$ cat config.mk
export PLATFORM = sky130hd
export DESIGN_NAME = wspa_state_mem
export DESIGN_NICKNAME = d
export VERILOG_FILES = /design/src/rtl/core/wspa_pkg.sv /design/src/rtl/core/wspa_state_mem.sv
export SDC_FILE = /design/constraint.sdc
export NUM_CORES = 1
export LEC_CHECK = 0
export BUFFER_PORTS_ARGS = -buffer_cell sky130_fd_sc_hd__buf_2
export CORE_ASPECT_RATIO = 0.6
export CORE_UTILIZATION = 59
export DETAILED_ROUTE_END_ITERATION = 10
export PLACE_DENSITY = 0.79
export SLEW_MARGIN = 20
export SYNTH_ARGS = -nofsm -noshare
export SYNTH_HDL_FRONTEND = slang
export SYNTH_SLANG_ARGS = --single-unit
$ cat constraint.sdc
create_clock -name clk -period 7.1 [get_ports clk]
set_input_delay 0.355 -clock clk [delete_from_list [all_inputs] [get_ports clk]]
set_output_delay 0.355 -clock clk [all_outputs]
set_load 0.01 [all_outputs]
$ cat src/rtl/core/wspa_pkg.sv
package wspa_pkg;

  localparam int WHEELS_DEF = 4;
  localparam int IDX_W      = 5;
  localparam int PADDR_W    = 4;
  localparam int PDATA_W    = 32;
  localparam int GAIN_W     = 16;
  localparam int SPEED_W    = 16;
  localparam int ERR_W      = 17;
  localparam int PE_W       = 18;
  localparam int INTEG_W    = 21;
  localparam int INC_W      = 34;
  localparam int ISUM_W     = 35;
  localparam int PDIFF_W    = 18;
  localparam int DDIFF_W    = 19;
  localparam int PPROD_W    = 35;
  localparam int DPROD_W    = 36;
  localparam int SUM_W      = 38;
  localparam int FRAC_W     = 8;

  localparam logic signed [ERR_W-1:0]   ERR_DEADBAND  = 17'sd20;
  localparam logic signed [ERR_W-1:0]   ERR_SEP_LIMIT = 17'sd8000;
  localparam logic signed [SPEED_W-1:0] WINDUP_SPEED  = 16'sd7000;
  localparam logic signed [ISUM_W-1:0]  INTEG_LIM_Q8  = 35'sd768000;
  localparam logic signed [SUM_W-1:0]   OUT_LIM_Q8    = 38'sd6400000;
  localparam logic signed [SPEED_W-1:0] DRIVE_LIM     = 16'sd25000;
  localparam logic [SUM_W-1:0]          ROUND_NEG     = 38'd255;

  localparam logic [GAIN_W-1:0] PROP_GAIN_RST  = 16'd1024;
  localparam logic [GAIN_W-1:0] INTEG_GAIN_RST = 16'd256;
  localparam logic [GAIN_W-1:0] DERIV_GAIN_RST = 16'd0;

  typedef enum logic [1:0] {
    REG_PROP  = 2'd0,
    REG_INTEG = 2'd1,
    REG_DERIV = 2'd2
  } reg_idx_t;

  typedef struct packed {
    logic [GAIN_W-1:0] prop;
    logic [GAIN_W-1:0] integ;
    logic [GAIN_W-1:0] deriv;
  } gains_t;

  typedef struct packed {
    logic signed [PE_W-1:0]    prev_err;
    logic signed [PE_W-1:0]    prev_prev_err;
    logic signed [INTEG_W-1:0] integ;
  } state_t;

endpackage

$ cat src/rtl/core/wspa_state_mem.sv
module wspa_state_mem #(
  parameter  int WHEELS = wspa_pkg::WHEELS_DEF,
  localparam int AW     = (WHEELS > 1) ? $clog2(WHEELS) : 1
) (
  input  logic             clk,
  input  logic             rst_n,
  input  logic             rd_en,
  input  logic [AW-1:0]    rd_addr,
  output wspa_pkg::state_t rd_data,
  input  logic             wr_en,
  input  logic [AW-1:0]    wr_addr,
  input  wspa_pkg::state_t wr_data
);
  import wspa_pkg::*;

  state_t            mem [WHEELS];
  logic [WHEELS-1:0] valid_r;
  state_t            mem_q_r;
  logic              mem_q_valid_r;
  logic [AW-1:0]     q_addr_r;
  logic              lw_valid_r;
  logic [AW-1:0]     lw_addr_r;
  state_t            lw_data_r;

  always_ff @(posedge clk) begin
    if (wr_en) begin
      mem[wr_addr] <= wr_data;
      lw_addr_r    <= wr_addr;
      lw_data_r    <= wr_data;
    end
    if (rd_en) begin
      mem_q_r  <= mem[rd_addr];
      q_addr_r <= rd_addr;
    end
  end

  always_ff @(posedge clk) begin
    if (!rst_n) begin
      valid_r       <= '0;
      mem_q_valid_r <= 1'b0;
      lw_valid_r    <= 1'b0;
    end else begin
      if (wr_en) begin
        valid_r[wr_addr] <= 1'b1;
        lw_valid_r       <= 1'b1;
      end
      if (rd_en) begin
        mem_q_valid_r <= valid_r[rd_addr];
      end
    end
  end

  // forward the newest write of the same wheel over the stale read
  always_comb begin
    if (lw_valid_r && (lw_addr_r == q_addr_r)) begin
      rd_data = lw_data_r;
    end else if (mem_q_valid_r) begin
      rd_data = mem_q_r;
    end else begin
      rd_data = '0;
    end
  end

endmodule

Word-level counts from Yosys, hierarchy flattened --
Memory sizes are Yosys's and may differ from the RTL's. A register that Yosys moved wholly into a read port is not among the register bits. Cells that the tools add are included.
Word-level totals: flip-flop bits (word level) 67, latch bits 0, RAM bits 228, ROM bits 0, output and inout port bits 57, logic and storage cells 24, memories kept 1
Memories:
- mem | depth 4, width 57, rd ports 1, clocked after Yosys merged registers in 1, write ports 1, line wspa_state_mem.sv:16 | state_t mem [WHEELS];
Cells by class: $add $sub $neg 0, $mul 0, divide/modulo/power cells 0, $lt $le $gt $ge 3, eq/ne operators 1, shift operators 0, mux-type cells 8, bitwise logic cells 1, reductions and logical operators 2
Operator list (count):
- $mux W57 | 2
- $lt A2 B3 Y1 const B | 2
- $mux W1 | 4
- $or A4 B4 Y4 | 1
- $bmux W1 S2 | 1
- $demux W1 S2 | 1
- $eq A2 B2 Y1 | 1
- $ge A2 B1 Y1 const B | 1
- $logic_and A1 B1 Y1 | 2

Logic depth before layout (Yosys ltp) --
word-level depth 5, depth in mapped cells 5, depth with buffers taken out 3

Worst setup path after synthesis --
Ideal clock, no wire load.
path kind input to register, from input wr_addr[0], to memory mem[0][0] (netlist name), enable pin, library setup time 0.557 ns, arrival time 4.608 ns, setup slack 1.934 ns, stages on the path 1, path through nor3b_1
RTL lines:
- start, declared | line wspa_state_mem.sv:11 | input logic [AW-1:0] wr_addr,
- end, declared | line wspa_state_mem.sv:16
No word-level cell before the write port.

==> flow_metrics.py <==
metrics = {
    "min_path": {
        "holdCritPathClass": "primary input to flip-flop",
        "holdPathStages": 1,
        "hold_start": "wr_data[48]",
        "holdPathEnd": "mem[2][48]",
    },
    "route": {
        "antenna_left": 0,
        "drt_iter0_drc": 392,
        "wl_per_cell_um": 21.50,
        "num_vias": 5980,
        "routed_wl_um": 22840,
        "via_per_inst": 5.631,
        "drcViolationCount": 0,
        "first_pass_iters": 4,
    },
    "sta": {
        "worst_slew_pin_slew_ns": 1.099,
        "relSlewSlack_pct": 26.76,
        "finalHoldViolCount": 0,
        "drv_slew": 0,
        "final.setup_skew_ns": 0.007727,
        "period_share_pct": 42.94,
        "setup_viol": 0,
        "rsz0062_at_grt": "no",
        "min_period_ns": 3.049,
        "fmax_ghz": 0.3280,
        "final.setup.tns_ns": 0,
    },
    "worst_setup_path": {
        "required_ns": 6.74,
        "cp_data_arrival_time_ns": 2.69,
        "cp_top_family": "buffers and inverters",
        "path_class": "flip-flop to primary output",
        "r2r_start": "mem_q_valid_r",
        "reg2reg_setup_slack_ns": 5.63,
        "timing.critical_path.buf_inv": 2,
        "rr_endpoint": "mem_q_valid_r",
        "crit_chain": "xnor2_1, nand3_4, buf_4, mux2i_1, buf_2",
        "cp-end-kind": "primary output",
        "reg2reg_depth": 3,
        "crit_path_start_kind": "flip-flop",
        "max_stage_delay_ns": 0.84,
        "path_max_fanout": 57,
        "crit_slowest_cell": "buf_4",
    },
    "layout": {
        "area_growth_pct": 13.56,
        "drive_gt1_share_pct": 29.32,
        "multi_input_area_um2": 2231,
        "nFillCells": 1356,
        "register_area_um2": 10510,
        "fin_area_um2": 14880,
        "final_net_count": 822,
    },
    "power": {
        "p_switching_w": 0.0008599,
        "power_frac_clock_pct": 36.1,
        "total_power_w": 0.004213,
        "intPower_w": 0.003353,
        "combinationalPowerShare_pct": 5.7,
        "p_sw_share_pct": 20.41,
        "peakVddDrop_uv": 230.7,
        "seqPwrFrac_pct": 58.2,
        "p_per_area_nw_per_um2": 283.1,
        "power.static_leakage_nw": 5.644,
    },
    "place": {
        "place_hpwl_um": 12430,
        "io_buffers": 121,
        "placed_cell_area_um2": 13970,
        "gp_congestion": 0.6961,
    },
    "die": {
        "initial_core_util_pct": 61.26,
        "std_cell_rows": 41,
        "die_h_um": 117.4,
        "chipWidth_um": 194.4,
        "ios": 122,
        "die_area_um2": 22830,
        "core_area_um2": 21390,
    },
    "grt": {
        "grt_overflow": 0,
        "grt_pass1_vias": 6246,
        "track_usage_pct": 20.73,
        "grt_pass1_wl_um": 35450,
        "grt_max_degree": 65,
        "antenna_found_initial": 3,
    },
    "logic_synthesis": {
        "syn-cell-area_um2": 13110,
        "synthCells": 622,
        "synth-seq-cells": 352,
        "ys_seq_area_share_pct": 80.20,
        "ys_types": 20,
        "synth_nets": 687,
        "yosysWarnings": 0,
        "avgSynthCellArea_um2": 21.07,
    },
    "cts": {
        "post_cts_buffers": 0,
        "cts_tree": "done",
        "clk_latency_ns": 0.54,
        "cts_root_buf": "clkbuf_16",
        "cts_buffers": 30,
        "cts_hold_buf": 0,
        "cts_resized": 0,
        "clockBufferDepth": 3,
        "htreeDepth": 1,
        "clk_pin_slew_worst_paths_ns": 0.07,
        "clock-sinks": 352,
    },
    "run": {
        "drv_cap": 0,
    },
    "outcome": {
        "outcome": "completed",
    },
}
==> registers in the layout, summed over array words and instances, names as in the netlist <==
register       count
mem              228
lw_data_r         57
mem_q_valid_r      1
valid_r            4
lw_valid_r         1
mem_q_r           57
q_addr_r           2
lw_addr_r          2
==> cell type report <==
cell class,count,share of cell area (%)
Multi-Input combinational cell,188,14.99
Clock buffer,39,5.414
Antenna cell,2,0.03363
Tap cell,279,2.346
Clock inverter,17,0.6726
Sequential cell,352,70.63
Timing Repair Buffer,128,4.473
Inverter,57,1.438
==> worst reg2reg max path, stage by stage, from the launching register on <==
cell and delay (ns):
dfxtp_2 0.70, buf_4 0.51, nand3b_1 0.12, nand2_1 0.07
==> synthesized netlist by cell type <==
master    number  area share (%)
nand3b_1       1           0.057
dfxtp_1        6            0.92
buf_4          7            0.40
mux4_2        58              10
xnor2_1        2            0.13
nand3_1        2           0.076
buf_12         3            0.46
and3_1         1           0.048
buf_1          3           0.086
nand2_1       59             1.7
mux2i_1       57             4.4
nor3b_1        1           0.057
inv_1         57             1.6
and3b_1        1           0.067
buf_6          1           0.086
buf_2          6            0.23
edfxtp_1     346              79
clkbuf_1       5            0.14
nor2_1         1           0.029
o21a_1         5            0.29
==> worst max path at each step <==
stage | startpoint | to | depth (start not counted)
floorplan | wr_addr[0] | mem[0][0] | 1
global placement | wr_en | mem[1][9] | 4
detailed placement | wr_en | mem[1][11] | 4
CTS | lw_addr_r[1] | rd_data[21] | 5
global route | q_addr_r[0] | rd_data[21] | 5
finish | lw_addr_r[1] | rd_data[7] | 5
==> metrics by stage <==
stage	std cells	hold WS (ns)	utilization, %	setup WS, ns
after floorplan	622	0.4354	-	1.934
after global placement	1004	0.4422	65.31	4.135
after detailed placement	1004	0.4522	65.31	4.038
after CTS	1060	0.01349	69.54	4.019
after global routing	1060	0.02042	69.54	3.971
final	1062	0.03581	69.57	4.051
==> power groups by stage <==
stage | clock, W | combinational (W) | sequential (W)
detailed placement | 0 | 0.000242 | 0.00250
global placement | 0 | 0.000232 | 0.00249
global route | 0.00162 | 0.000259 | 0.00246
floorplan | 0 | 0.000142 | 0.00249
finish | 0.00152 | 0.000238 | 0.00245
CTS | 0.00155 | 0.000243 | 0.00245
==> layer usage <==
| layer | global-route usage [%] | routed length [um] |
|---|---|---|
| met1 | 31.34 | 10240 |
| met2 | 32.40 | 10830 |
| met3 | 3.940 | 1516 |
| met4 | 3.770 | 235 |
| met5 | 0 | 8 |
==> layout by cell type (no fill, tap or decap) <==
cell type	count
edfxtp_1	346
buf_2	118
nand2_1	59
mux4_2	58
inv_1	57
mux2i_1	57
clkbuf_16	31
clkinv_1	11
buf_4	10
clkbuf_1	8
o21a_1	5
dfxtp_1	5
clkinv_2	4
diode_2	2
xnor2_1	2
nand3_4	1
nor2_4	1
and3_4	1
nor3b_2	1
and3b_4	1
nand3_1	1
nand3b_1	1
inv_6	1
bufinv_16	1
dfxtp_2	1
==> cells by family (layout without fill, tap and decap cells) <==
| logic type | count (synthesis) | in the layout | share of synthesized area [%] |
|---|---|---|---|
| DFF | 352 | 352 | 80.20 |
| other | 0 | 2 | 0 |
| xor gates and xnor gates | 2 | 2 | 0.1337 |
| and+or+nand+nor | 66 | 66 | 2.024 |
| muxes | 115 | 115 | 14.32 |
| AOI/OAI and AO/OA | 5 | 5 | 0.2865 |
| buffers and inverters | 82 | 241 | 3.036 |
No activity file was read; power rests on OpenSTA's default activity.
