===== config.mk =====
export PLATFORM = sky130hd
export DESIGN_NAME = wspa_cfg_regs
export DESIGN_NICKNAME = d
export VERILOG_FILES = /design/src/rtl/core/wspa_pkg.sv /design/src/rtl/core/wspa_cfg_regs.sv
export SDC_FILE = /design/constraint.sdc
export NUM_CORES = 1
export LEC_CHECK = 0
export BUFFER_PORTS_ARGS = -buffer_cell sky130_fd_sc_hd__buf_2
export CELL_PAD_IN_SITES_DETAIL_PLACEMENT = 0
export CELL_PAD_IN_SITES_GLOBAL_PLACEMENT = 1
export CORE_UTILIZATION = 29
export DETAILED_ROUTE_END_ITERATION = 16
export PLACE_DENSITY = 0.87
export SETUP_SLACK_MARGIN = 0.4
export SLEW_MARGIN = 10
export SYNTH_ARGS = -nofsm -noshare
export SYNTH_HDL_FRONTEND = slang
export SYNTH_SLANG_ARGS = --single-unit

===== constraint.sdc =====
create_clock -name clk -period 1.1 [get_ports clk]
set_input_delay 0.165 -clock clk [delete_from_list [all_inputs] [get_ports clk]]
set_output_delay 0.165 -clock clk [all_outputs]
set_load 0.02 [all_outputs]

===== src/rtl/core/wspa_pkg.sv =====
package wspa_pkg;

  localparam int WHEELS_DEF = 4;
  localparam int IDX_W      = 5;
  localparam int PADDR_W    = 4;
  localparam int PDATA_W    = 32;
  localparam int GAIN_W     = 16;
  localparam int SPEED_W    = 16;
  localparam int ERR_W      = 17;
  localparam int PE_W       = 18;
  localparam int INTEG_W    = 21;
  localparam int INC_W      = 34;
  localparam int ISUM_W     = 35;
  localparam int PDIFF_W    = 18;
  localparam int DDIFF_W    = 19;
  localparam int PPROD_W    = 35;
  localparam int DPROD_W    = 36;
  localparam int SUM_W      = 38;
  localparam int FRAC_W     = 8;

  localparam logic signed [ERR_W-1:0]   ERR_DEADBAND  = 17'sd20;
  localparam logic signed [ERR_W-1:0]   ERR_SEP_LIMIT = 17'sd8000;
  localparam logic signed [SPEED_W-1:0] WINDUP_SPEED  = 16'sd7000;
  localparam logic signed [ISUM_W-1:0]  INTEG_LIM_Q8  = 35'sd768000;
  localparam logic signed [SUM_W-1:0]   OUT_LIM_Q8    = 38'sd6400000;
  localparam logic signed [SPEED_W-1:0] DRIVE_LIM     = 16'sd25000;
  localparam logic [SUM_W-1:0]          ROUND_NEG     = 38'd255;

  localparam logic [GAIN_W-1:0] PROP_GAIN_RST  = 16'd1024;
  localparam logic [GAIN_W-1:0] INTEG_GAIN_RST = 16'd256;
  localparam logic [GAIN_W-1:0] DERIV_GAIN_RST = 16'd0;

  typedef enum logic [1:0] {
    REG_PROP  = 2'd0,
    REG_INTEG = 2'd1,
    REG_DERIV = 2'd2
  } reg_idx_t;

  typedef struct packed {
    logic [GAIN_W-1:0] prop;
    logic [GAIN_W-1:0] integ;
    logic [GAIN_W-1:0] deriv;
  } gains_t;

  typedef struct packed {
    logic signed [PE_W-1:0]    prev_err;
    logic signed [PE_W-1:0]    prev_prev_err;
    logic signed [INTEG_W-1:0] integ;
  } state_t;

endpackage


===== src/rtl/core/wspa_cfg_regs.sv =====
module wspa_cfg_regs (
  input  logic                         clk,
  input  logic                         rst_n,
  input  logic                         psel,
  input  logic                         penable,
  input  logic                         pwrite,
  input  logic [wspa_pkg::PADDR_W-1:0] paddr,
  input  logic [wspa_pkg::PDATA_W-1:0] pwdata,
  output logic [wspa_pkg::PDATA_W-1:0] prdata,
  output logic                         pready,
  output wspa_pkg::gains_t             gains
);
  import wspa_pkg::*;

  gains_t   gains_r;
  reg_idx_t idx;
  logic     wr_en;

  assign idx    = reg_idx_t'(paddr[PADDR_W-1:2]);
  assign wr_en  = psel && penable && pwrite;
  assign pready = 1'b1;
  assign gains  = gains_r;

  always_ff @(posedge clk) begin
    if (!rst_n) begin
      gains_r.prop  <= PROP_GAIN_RST;
      gains_r.integ <= INTEG_GAIN_RST;
      gains_r.deriv <= DERIV_GAIN_RST;
    end else if (wr_en) begin
      unique case (idx)
        REG_PROP:  gains_r.prop  <= pwdata[GAIN_W-1:0];
        REG_INTEG: gains_r.integ <= pwdata[GAIN_W-1:0];
        REG_DERIV: gains_r.deriv <= pwdata[GAIN_W-1:0];
        default: begin
        end
      endcase
    end
  end

  always_comb begin
    unique case (idx)
      REG_PROP:  prdata = PDATA_W'(gains_r.prop);
      REG_INTEG: prdata = PDATA_W'(gains_r.integ);
      REG_DERIV: prdata = PDATA_W'(gains_r.deriv);
      default:   prdata = '0;
    endcase
  end

endmodule


## After elaboration in Yosys (flattened, before gate mapping)

Index checks and enable logic that the tools add are counted.
W data, S select, Z words.

| storage, ports and cells | value |
|---|---|
| register bits | 48 |
| output and inout port bits | 81 |

| cells by class | value |
|---|---|
| equal/unequal tests | 2 |
| muxes and demuxes | 1 |
| reduce and logical (&&, ||, !) cells | 6 |

Operators by type and width:

| cell | count |
|---|---|
| $pmux W16 S3 | 1 |
| $reduce_and A2 Y1 | 3 |
| $eq A2 B1 Y1 const B | 1 |
| $eq A2 B2 Y1 const B | 1 |
| $logic_and A1 B1 Y1 | 2 |
| $logic_not A2 Y1 | 1 |

## Logic depth before layout (Yosys ltp)

Gate-level depths: netlist (run 1).

| logic depth | value |
|---|---|
| depth in word-level cells | 3 |
| depth in mapped cells | 5 |
| mapped depth without buffers | 3 |

## Worst setup path after synthesis (run 1)

No wires, ideal clock.

| timing path | value |
|---|---|
| path kind | input to output |
| from | in paddr[2] (netlist bit) |
| to | out prdata[8] (netlist bit) |
| arrival | 1.086 ns |
| required time | 0.935 ns |
| slack | -0.151 ns |
| stages | 4 |
| buffers on the path | 2 |
| cells stage by stage | buf_6 -> buf_4 -> mux2i_1 -> o21ai_0 |

| on the way | value |
|---|---|
| cells in the longest elaborated chain, start to end | 2 |

RTL lines:

| what | line | RTL |
|---|---|---|
| start, declared | wspa_cfg_regs.sv:7 | `input logic [wspa_pkg::PADDR_W-1:0] paddr,` |
| $eq A2 B2 Y1 (tied with other cells) | wspa_cfg_regs.sv:41 | `unique case (idx)` |
| $pmux W16 S3 (*) | wspa_cfg_regs.sv:41 |  |
| end, declared | wspa_cfg_regs.sv:9 | `output logic [wspa_pkg::PDATA_W-1:0] prdata,` |

Every way passes the cells marked *; elsewhere a longest branch is shown, timed or not.

## Worst setup path after layout (run 1)

| timing path | value |
|---|---|
| from | reg gains_r (netlist bit gains[30]) |
| to | out prdata[14] (netlist bit) |

| on the way | value |
|---|---|
| cells in the longest elaborated chain, start to end | 1 |

RTL lines:

| what | line | RTL |
|---|---|---|
| start, declared | wspa_cfg_regs.sv:15 | `gains_t gains_r;` |
| $pmux W16 S3 | wspa_cfg_regs.sv:41 |  |

No other way between the ends.

==> flow_metrics.env, run 1 <==
export IMPL_worstPathMaxFanout=2
export IMPL_crit_cells=3
export IMPL_p_int_mw=2.54
export IMPL_slowest_delay_ns=0.34
export IMPL_grt_pass1_wl_mm=11.0
export IMPL_power_density_nw_per_um2=815
export IMPL_async_flop_share_pct=0
export IMPL_swShare_pct=26.2
export IMPL_antenna_found_initial=0
export IMPL_yosysUniqueCellTypes=17
export IMPL_power_share_clock_pct=31.4
export IMPL_start_util_pct=30.0
export IMPL_ys_warn_count=0
export IMPL_leakage_nw=1.87
export IMPL_cts_sinks=48
export IMPL_clk_pin_slew_ns=0.09
export IMPL_yosys_area_share_adder_pct=0
export IMPL_critPathCaptureType="output pin"
export IMPL_multi_input_area_sq_um=1280
export IMPL_muxShareOfSynthArea_pct=27.6
export IMPL_synth_ff_latch_count=48
export IMPL_cts_max_level=2
export IMPL_crit_buf_inv=1
export IMPL_r2r_end="gains[24]"
export IMPL_pre_cts_ws_ns=-0.133
export IMPL_syn_area_per_cell_sq_um=9.17
export IMPL_yosysTopAreaCellShare_pct=41.4
export IMPL_clock_path_buffers=2
export IMPL_synth_compound_area_share_pct=3.45
export IMPL_coreArea_sq_um=7730
export IMPL_num_vias=2242
export IMPL_drive_gt1_share_pct=61.2
export IMPL_setup_tns_ns=-1.36
export IMPL_clock_latency_ns=0.30
export IMPL_first_global_vias=2229
export IMPL_ant_nets=0
export IMPL_nNetsFinal=442
export IMPL_synth_edf_count=0
export IMPL_finalSetupViolCount=26
export IMPL_cp_required_ns=0.94
export IMPL_slowest_stage="dfxtp_2"
export IMPL_cts_hold_buf=0
export IMPL_violations="negative setup slack"
export IMPL_power_frac_comb_pct=16.9
export IMPL_layout_setup_ws_ns=-0.119
export IMPL_synth_simple_area_share_pct=16.2
export IMPL_drt_total_wl_mm=7.32
export IMPL_synth_top_family_by_area="multiplexers"
export IMPL_critical_path_top_delay_family="flip-flops"
export IMPL_outcome="finished, violations left"
export IMPL_startpoint_type="register"
export IMPL_grt_usage_pct=16.9
export IMPL_core_rowCount=32
export IMPL_fmax_mhz=820
export IMPL_hpwl_mm=4.40
export IMPL_io_buffers=86
export IMPL_remaining_drc_errors=0
export IMPL_reg2reg_depth=6
export IMPL_die_area_sq_um=8360
export IMPL_yosys_area_share_xor_xnor_pct=0
export IMPL_die_x_um=91.4
export IMPL_synth_yosys_seq_area_share_pct=41.4
export IMPL_worst_ep_arrival_time_ns=1.05
export IMPL_syn_area_sq_um=2320
export IMPL_synth_most_common_cell="nand2_1"
export IMPL_post_synth_top_area_cell="dfxtp_1"
export IMPL_diodes=0
export IMPL_max_cap_violations=0
export IMPL_timing_rr_start="gains[24]"
export IMPL_fill_cells=646
export IMPL_p_sw_uw=903
export IMPL_seq_area_sq_um=1020
export IMPL_grt_overflow_total=0
export IMPL_finalCritPeriodShare_pct=111
export IMPL_peakVddDrop_mv=0.493
export IMPL_dr_pass1_iters=4
export IMPL_worstSetupPathType="register to output pin"
export IMPL_fin_skew_ns=0
export IMPL_seqPwrFrac_pct=51.7
export IMPL_grt_start_max_net_pins=36
export IMPL_slew_violations=0
export IMPL_ios=122
export IMPL_largest_reg_flops=48
export IMPL_gp_congestion=0.733
export IMPL_synthTopCellsByCount="nand2_1, mux2i_1, dfxtp_1"
export IMPL_hold_class="primary input to register"
export IMPL_die_h_um=91.4
export IMPL_hold_viol_final=0
export IMPL_netlist_instances=253
export IMPL_power_mw=3.45
export IMPL_crit_chain="mux2i_2, o21ai_2, buf_6"
export IMPL_reg2reg_setup_slack_ns=0.05
export IMPL_period_needed_ns=1.22
export IMPL_vias_per_cell=4.45
export IMPL_netlist_top_cells_area="dfxtp_1, mux2i_1, nand2_1"
export IMPL_synth_flop_cell="dfxtp_1"
export IMPL_cp_endpoint="prdata[14]"
export IMPL_cts_buffers=5
export IMPL_syn2layout_area_growth_pct=82.2
export IMPL_clockRootBuffer="clkbuf_8"
export IMPL_wire_per_inst_um=14.5
export IMPL_cts_tree="done"
export IMPL_critPathLaunch="gains[30]"
export IMPL_rsz0062_at_grt="yes"
export IMPL_dr_first_iter_drc_count=58
## power groups by stage
stage	clock [mW]	sequential, mW	combinational, mW
after floorplan	0	1.84	0.305
after global placement	0	1.82	0.445
after detailed placement	0	1.82	0.451
after CTS	1.13	1.78	0.553
after global routing	1.18	1.78	0.618
final	1.08	1.78	0.581
## worst reg2reg max path, stage by stage, from the launching register on
cell,delay [ns]
dfxtp_2,0.34
buf_6,0.11
buf_6,0.11
buf_6,0.10
buf_6,0.10
nor2b_1,0.10
mux2i_1,0.08
## worst min-delay path by stage
stage               startpoint   endpoint  slack [ns]  cells after the start
floorplan           pwdata[10]  gains[26]        0.33                      2
global placement     pwdata[8]  gains[24]        0.44                      3
detailed placement   gains[15]  gains[15]        0.46                      2
CTS                  pwdata[8]   gains[8]        0.15                      3
global route        pwdata[10]  gains[42]        0.15                      3
finish               pwdata[8]   gains[8]        0.16                      3
## cell usage in the layout, fill, tap and decap left out, types with 2 or more instances in the layout
cell type and instances:
buf_12 7, buf_2 17, buf_4 18, buf_6 118, clkbuf_8 6, conb_1 17
dfxtp_2 48, mux2i_1 60, mux2i_2 4, nand2_1 72, nand2_2 6, nor2b_1 4
nor3b_4 2, o21ai_2 16
## per-layer routing
metal | global-route usage (%) | vias up | wire length, um
met5 | 0 | - | 0
met4 | 6.61 | 0 | 110
met3 | 2.60 | 8 | 235
met2 | 31.3 | 62 | 3900
met1 | 19.1 | 1074 | 3080
li1 | - | 1098 | -
## layout make-up
class | instances | share of cell area, %
Clock inverter | 1 | 0.178
Timing Repair Buffer | 161 | 40.3
Clock buffer | 7 | 2.04
Tap cell | 102 | 3.02
Sequential cell | 48 | 24.2
Multi-Input combinational cell | 185 | 30.3
## through the flow
stage                     util [%]  cells  hold slack, ns  area [sq um]
after CTS                     51.4    483           0.149          3980
after global placement        38.6    440           0.443          2990
after floorplan                  -    268           0.330          2470
after detailed placement      38.6    440           0.462          2990
after global routing          54.7    504           0.153          4230
final                         54.7    504           0.156          4230
## what timing repair did
item,CTS,global route
setup endpoints to repair,112,112
pin swaps,5,2
resized for setup,220,27
buffers inserted,34,21
cloned,1,0
## cells by family (layout without fill, tap and decap cells)
logic type             count (synthesis)  after routing
AO/OA/AOI/OAI                         16             16
buffers and inverters                 35            169
flip-flops                            48             48
multiplexers                          64             64
other                                  2             17
AND/OR/NAND/NOR                       88             88
(Power assumes the default switching activity.)
==> run 2, diff against run 1 <==
==> constraint.sdc (replaced) <==
create_clock -name clk -period 1.1 [get_ports clk]
set_input_delay 0.165 -clock clk [delete_from_list [all_inputs] [get_ports clk]]
set_output_delay 0.165 -clock clk [all_outputs]
set_load 0.005 [all_outputs]
==> run 2 against run 1 <==
Net effect: the run still ends with negative setup slack left; combinational power is 22% lower; clock skew stayed put; critical path depth stayed put; power is 1.5% higher; cell count is 0.79% lower; sequential power hardly changed; maximum frequency is 3.8% higher; clock-buffer cell count is 1 lower; first-iteration DRC count is 38% higher; register-to-register slack better by 0.18 ns; critical endpoint is now prdata[12]; largest cell class unchanged; largest power group unchanged; highest routed layer unchanged.
==> flow_metrics.env, run 2 (synthesized netlist as in run 1, its figures left out) <==
export IMPL_finalCritPeriodShare_pct=107
export IMPL_clk_pin_slew_ns=0.09
export IMPL_vias_per_cell=4.42
export IMPL_whs_path_depth=3
export IMPL_reg2reg_depth=5
export IMPL_die_h_um=91.4
export IMPL_timing_rr_start="gains[23]"
export IMPL_antenna_found_initial=0
export IMPL_clock_latency_ns=0.30
export IMPL_outcome="finished, violations left"
export IMPL_critical_path_top_delay_family="flip-flops"
export IMPL_final_common_cell="buf_6"
export IMPL_worst_ep_arrival_time_ns=1.01
export IMPL_fill_cells=711
export IMPL_ant_nets=0
export IMPL_finalSetupViolCount=21
export IMPL_worstSetupPathType="register to output pin"
export IMPL_reg2reg_setup_slack_ns=0.23
export IMPL_slew_violations=0
export IMPL_slowest_stage="dfxtp_2"
export IMPL_worstPathMaxFanout=2
export IMPL_hpwl_mm=4.31
export IMPL_dr_pass1_iters=4
export IMPL_hold_class="primary input to register"
export IMPL_crit_cells=3
export IMPL_drive_gt1_share_pct=56.0
export IMPL_whs_ns=0.145
export IMPL_nNetsFinal=438
export IMPL_die_x_um=91.4
export IMPL_violations="negative setup slack"
export IMPL_cp_required_ns=0.94
export IMPL_first_global_vias=2144
export IMPL_drt_total_wl_mm=6.95
export IMPL_startpoint_type="register"
export IMPL_start_util_pct=30.0
export IMPL_peakVddDrop_mv=0.535
export IMPL_leakage_nw=1.81
export IMPL_grt_usage_pct=16.8
export IMPL_die_area_sq_um=8360
export IMPL_wire_per_inst_um=13.9
export IMPL_cts_max_level=2
export IMPL_crit_buf_inv=1
export IMPL_core_rowCount=32
export IMPL_grt_start_max_net_pins=38
export IMPL_grt_pass1_wl_mm=10.9
export IMPL_critPathCaptureType="output pin"
export IMPL_fmax_mhz=852
export IMPL_ios=122
export IMPL_r2r_end="gains[23]"
export IMPL_cts_hold_buf=0
export IMPL_max_cap_violations=0
export IMPL_grt_overflow_total=0
export IMPL_hold_viol_final=0
export IMPL_hold_path_end="gains[8]"
export IMPL_io_buffers=86
export IMPL_rsz0062_at_grt="yes"
export IMPL_clockRootBuffer="clkbuf_8"
export IMPL_syn2layout_area_growth_pct=68.4
export IMPL_cts_buffers=5
export IMPL_cts_sinks=48
export IMPL_remaining_drc_errors=0
export IMPL_crit_chain="mux2i_1, o21ai_1, buf_2"
export IMPL_setup_tns_ns=-0.539
export IMPL_num_vias=2209
export IMPL_diodes=0
export IMPL_dr_first_iter_drc_count=80
export IMPL_layout_setup_ws_ns=-0.0743
export IMPL_slowest_delay_ns=0.35
export IMPL_cts_tree="done"
export IMPL_coreArea_sq_um=7730
export IMPL_layout_common_cells="buf_6, nand2_1, mux2i_1"
export IMPL_period_needed_ns=1.17
export IMPL_gp_congestion=0.724
export IMPL_largest_reg_flops=48
export IMPL_hp_start="pwdata[8]"
export IMPL_power_density_nw_per_um2=896
export IMPL_clock_path_buffers=2
export IMPL_fin_skew_ns=0
==> run 2: worst max path at each step <==
stage | start | to | slack (ns)
global placement | pwrite | gains[33] | -0.06
CTS | gains[27] | prdata[11] | -0.05
global route | gains[28] | prdata[12] | -0.14
finish | gains[28] | prdata[12] | -0.07
detailed placement | pwrite | gains[35] | -0.11
floorplan | paddr[3] | gains[44] | 0.01
==> run 2: layout make-up <==
type                            instances  area, sq um  share of cell area [%]
Timing Repair Buffer                  157         1440                    37.0
Clock buffer                            6         72.6                    1.86
Tap cell                              102          128                    3.27
Sequential cell                        48         1020                    26.1
Clock inverter                          2         35.0                   0.897
Multi-Input combinational cell        185         1210                    30.9
==> run 2: repair_timing <==
item | 4_1_cts | 5_1_grt
gates cloned | 2 | 0
endpoints found under the hold margin | 0 | 0
setup buffers | 34 | 17
endpoints found under the setup margin | 112 | 112
resized for setup | 131 | 17
pin swaps | 3 | 2
==> run 2: report_power, final <==
group | switching (mW) | internal (mW) | leakage (nW) | total, mW
logic | 0.218 | 0.233 | 1.34 | 0.451
registers | 0.0168 | 1.76 | 0.410 | 1.78
clock network | 0.594 | 0.676 | 0.0552 | 1.27
total | 0.828 | 2.67 | 1.81 | 3.50
==> run 2: per-stage QoR <==
stage                     power [mW]  setup WS, ns  util, %  area [sq um]  cells
after global routing            3.65        -0.136     50.6          3910    500
after floorplan                 2.06        0.0104        -          2420    268
after CTS                       3.51       -0.0477     48.1          3720    483
after global placement          2.16       -0.0618     37.5          2900    439
after detailed placement        2.16        -0.112     37.5          2900    439
final                           3.50       -0.0743     50.6          3910    500
==> run 2: worst min-delay path, stage by stage <==
cell and delay (ns):
buf_2 0.11, nand2_1 0.07, mux2i_1 0.06
==> run 2: per-layer routing <==
metal | part of all wire, % | global-route usage [%] | vias to the layer above
li1 | - | - | 1089
met1 | 43 | 20.6 | 1058
met2 | 51 | 29.4 | 55
met3 | 4.2 | 3.27 | 7
met4 | 1.1 | 5.29 | 0
met5 | 0 | 0 | -
==> run 3, diff against run 2 <==
--- a/config.mk
+++ b/config.mk
@@ -8,9 +8,9 @@
 export BUFFER_PORTS_ARGS = -buffer_cell sky130_fd_sc_hd__buf_2
 export CELL_PAD_IN_SITES_DETAIL_PLACEMENT = 0
 export CELL_PAD_IN_SITES_GLOBAL_PLACEMENT = 1
-export CORE_UTILIZATION = 29
+export CORE_UTILIZATION = 34
 export DETAILED_ROUTE_END_ITERATION = 16
-export PLACE_DENSITY = 0.87
+export PLACE_DENSITY = 0.95
 export SETUP_SLACK_MARGIN = 0.4
 export SLEW_MARGIN = 10
 export SYNTH_ARGS = -nofsm -noshare
==> constraint.sdc (replaced) <==
create_clock -name clk -period 1.4 [get_ports clk]
set_input_delay 0.21 -clock clk [delete_from_list [all_inputs] [get_ports clk]]
set_output_delay 0.21 -clock clk [all_outputs]
set_load 0.005 [all_outputs]
==> run 3 against run 2 <==
Net effect: the run now ends clean; first-iteration DRC count grew 2.5%; sequential share of layout area grew 3.7 points; die area shrank 14%; sequential cell count is the same; final area shrank 12%; hold slack gained 0.053 ns; non-clock buffer count shrank 33; core utilization grew 2.6 points; critical path depth is the same; cell count shrank 12%; critical path type unchanged; largest power group unchanged.
==> flow_metrics.env, run 3 (synthesized netlist as in run 1, its figures left out) <==
export IMPL_die_h_um=84.6
export IMPL_fill_cells=594
export IMPL_clockRootBuffer="clkbuf_8"
export IMPL_antenna_found_initial=0
export IMPL_cts_max_level=2
export IMPL_ios=122
export IMPL_hold_path_end="gains[8]"
export IMPL_gp_congestion=0.734
export IMPL_fmax_mhz=826
export IMPL_final_common_cell="nand2_1"
export IMPL_whs_path_depth=3
export IMPL_syn2layout_area_growth_pct=48.0
export IMPL_layout_setup_ws_ns=0.190
export IMPL_core_rowCount=29
export IMPL_cts_tree="done"
export IMPL_nNetsFinal=405
export IMPL_grt_overflow_total=0
export IMPL_finalCritPeriodShare_pct=86.4
export IMPL_diodes=0
export IMPL_hold_viol_final=0
export IMPL_crit_chain="mux2i_1, o21ai_2, buf_2"
export IMPL_vias_per_cell=4.66
export IMPL_layout_common_cells="nand2_1, buf_2, mux2i_1"
export IMPL_cts_hold_buf=0
export IMPL_clock_latency_ns=0.29
export IMPL_cp_required_ns=1.19
export IMPL_die_x_um=84.6
export IMPL_cts_buffers=5
export IMPL_dr_first_iter_drc_count=82
export IMPL_num_vias=2056
export IMPL_clk_pin_slew_ns=0.09
export IMPL_period_needed_ns=1.21
export IMPL_hpwl_mm=4.02
export IMPL_reg2reg_depth=5
export IMPL_die_area_sq_um=7160
export IMPL_slowest_delay_ns=0.34
export IMPL_io_buffers=86
export IMPL_fin_skew_ns=0
export IMPL_hold_class="primary input to register"
export IMPL_clock_path_buffers=2
export IMPL_grt_pass1_wl_mm=9.73
export IMPL_max_cap_violations=0
export IMPL_hp_start="pwdata[8]"
export IMPL_slew_violations=0
export IMPL_leakage_nw=1.59
export IMPL_grt_usage_pct=17.2
export IMPL_ant_nets=0
export IMPL_largest_reg_flops=48
export IMPL_outcome="complete, no violations"
export IMPL_worstSetupPathType="register to output pin"
export IMPL_finalSetupViolCount=0
export IMPL_worstPathMaxFanout=2
export IMPL_rsz0062_at_grt="yes"
export IMPL_drt_total_wl_mm=6.48
export IMPL_cts_sinks=48
export IMPL_setup_tns_ns=0
export IMPL_wire_per_inst_um=14.7
export IMPL_pre_cts_ws_ns=0.0529
export IMPL_r2r_end="gains[38]"
export IMPL_drive_gt1_share_pct=53.8
export IMPL_worst_ep_arrival_time_ns=1.00
export IMPL_power_mw=2.86
export IMPL_slowest_stage="dfxtp_2"
export IMPL_startpoint_type="register"
export IMPL_grt_start_max_net_pins=67
export IMPL_dr_pass1_iters=12
export IMPL_peakVddDrop_mv=0.551
export IMPL_first_global_vias=1939
export IMPL_timing_rr_start="gains[38]"
export IMPL_reg2reg_setup_slack_ns=0.54
export IMPL_power_density_nw_per_um2=832
export IMPL_coreArea_sq_um=6460
export IMPL_remaining_drc_errors=0
export IMPL_start_util_pct=35.9
export IMPL_critPathCaptureType="output pin"
[run 3: cell types whose count changed in the layout (fill, tap and decap cells not counted), moves of 2 or more]
cell / before / now
buf_6: 78 / 39
buf_2: 50 / 67
buf_4: 21 / 13
nand2_1: 74 / 69
nand2_2: 4 / 9
o21ai_1: 16 / 14
o21ai_2: 0 / 2
[run 3: worst max path at each step]
stage,start,end,slack [ns],cells past startpoint
4_1_cts,gains[26],prdata[10],0.18,3
5_1_grt,gains[29],prdata[13],0.12,3
3_5_place_dp,pwrite,gains[21],0.05,4
6_report,gains[29],prdata[13],0.19,3
3_3_place_gp,pwrite,gains[20],0.08,4
2_1_floorplan,paddr[3],gains[44],0.27,4
[run 3: timing repair]
| action | 4_1_cts | 5_1_grt |
|---|---|---|
| buffers inserted | 15 | 9 |
| cloned | 1 | 0 |
| pin swaps | 8 | 4 |
| gates resized for setup | 70 | 42 |
| endpoints found under the setup margin | 45 | 51 |
[run 3: layout make-up]
class / instances / area [sq um] / area share (%)
multi-input cells: 185 / 1220 / 35.5
clock buffers: 5 / 68.8 / 2.00
clock inverters: 2 / 60.1 / 1.75
flip-flops and latches: 48 / 1020 / 29.8
well taps: 77 / 96.3 / 2.81
repair buffers: 124 / 967 / 28.2
[run 3: worst max-delay path: cells and delay by family (launching register included)]
kind	cells	cell delay [ns]
buf+inv	1	0.12
flops	1	0.34
compound gates	1	0.06
mux	1	0.19
[run 3: report_power, final]
part	internal (mW)	switching, mW	leakage [nW]	total, mW
combinational	0.143	0.165	1.12	0.308
sequential	1.38	0.0143	0.410	1.40
clock	0.703	0.449	0.0642	1.15
[run 3: stage by stage]
step | hold slack [ns] | area, sq um | std cells | util (%)
final | 0.198 | 3430 | 441 | 53.2
after CTS | 0.190 | 3230 | 432 | 50.0
after detailed placement | 0.462 | 2820 | 409 | 43.6
after global routing | 0.204 | 3430 | 441 | 53.2
after floorplan | 0.374 | 2410 | 268 | -
after global placement | 0.457 | 2820 | 409 | 43.6
[run 3: routing by layer]
metal | GRT usage (%) | part of all wire [%] | vias to the layer above
met4 | 3.24 | 0.29 | 0
li1 | - | - | 1017
met2 | 30.2 | 50 | 67
met1 | 21.8 | 45 | 970
met5 | 0 | 0 | -
met3 | 3.54 | 4.5 | 2
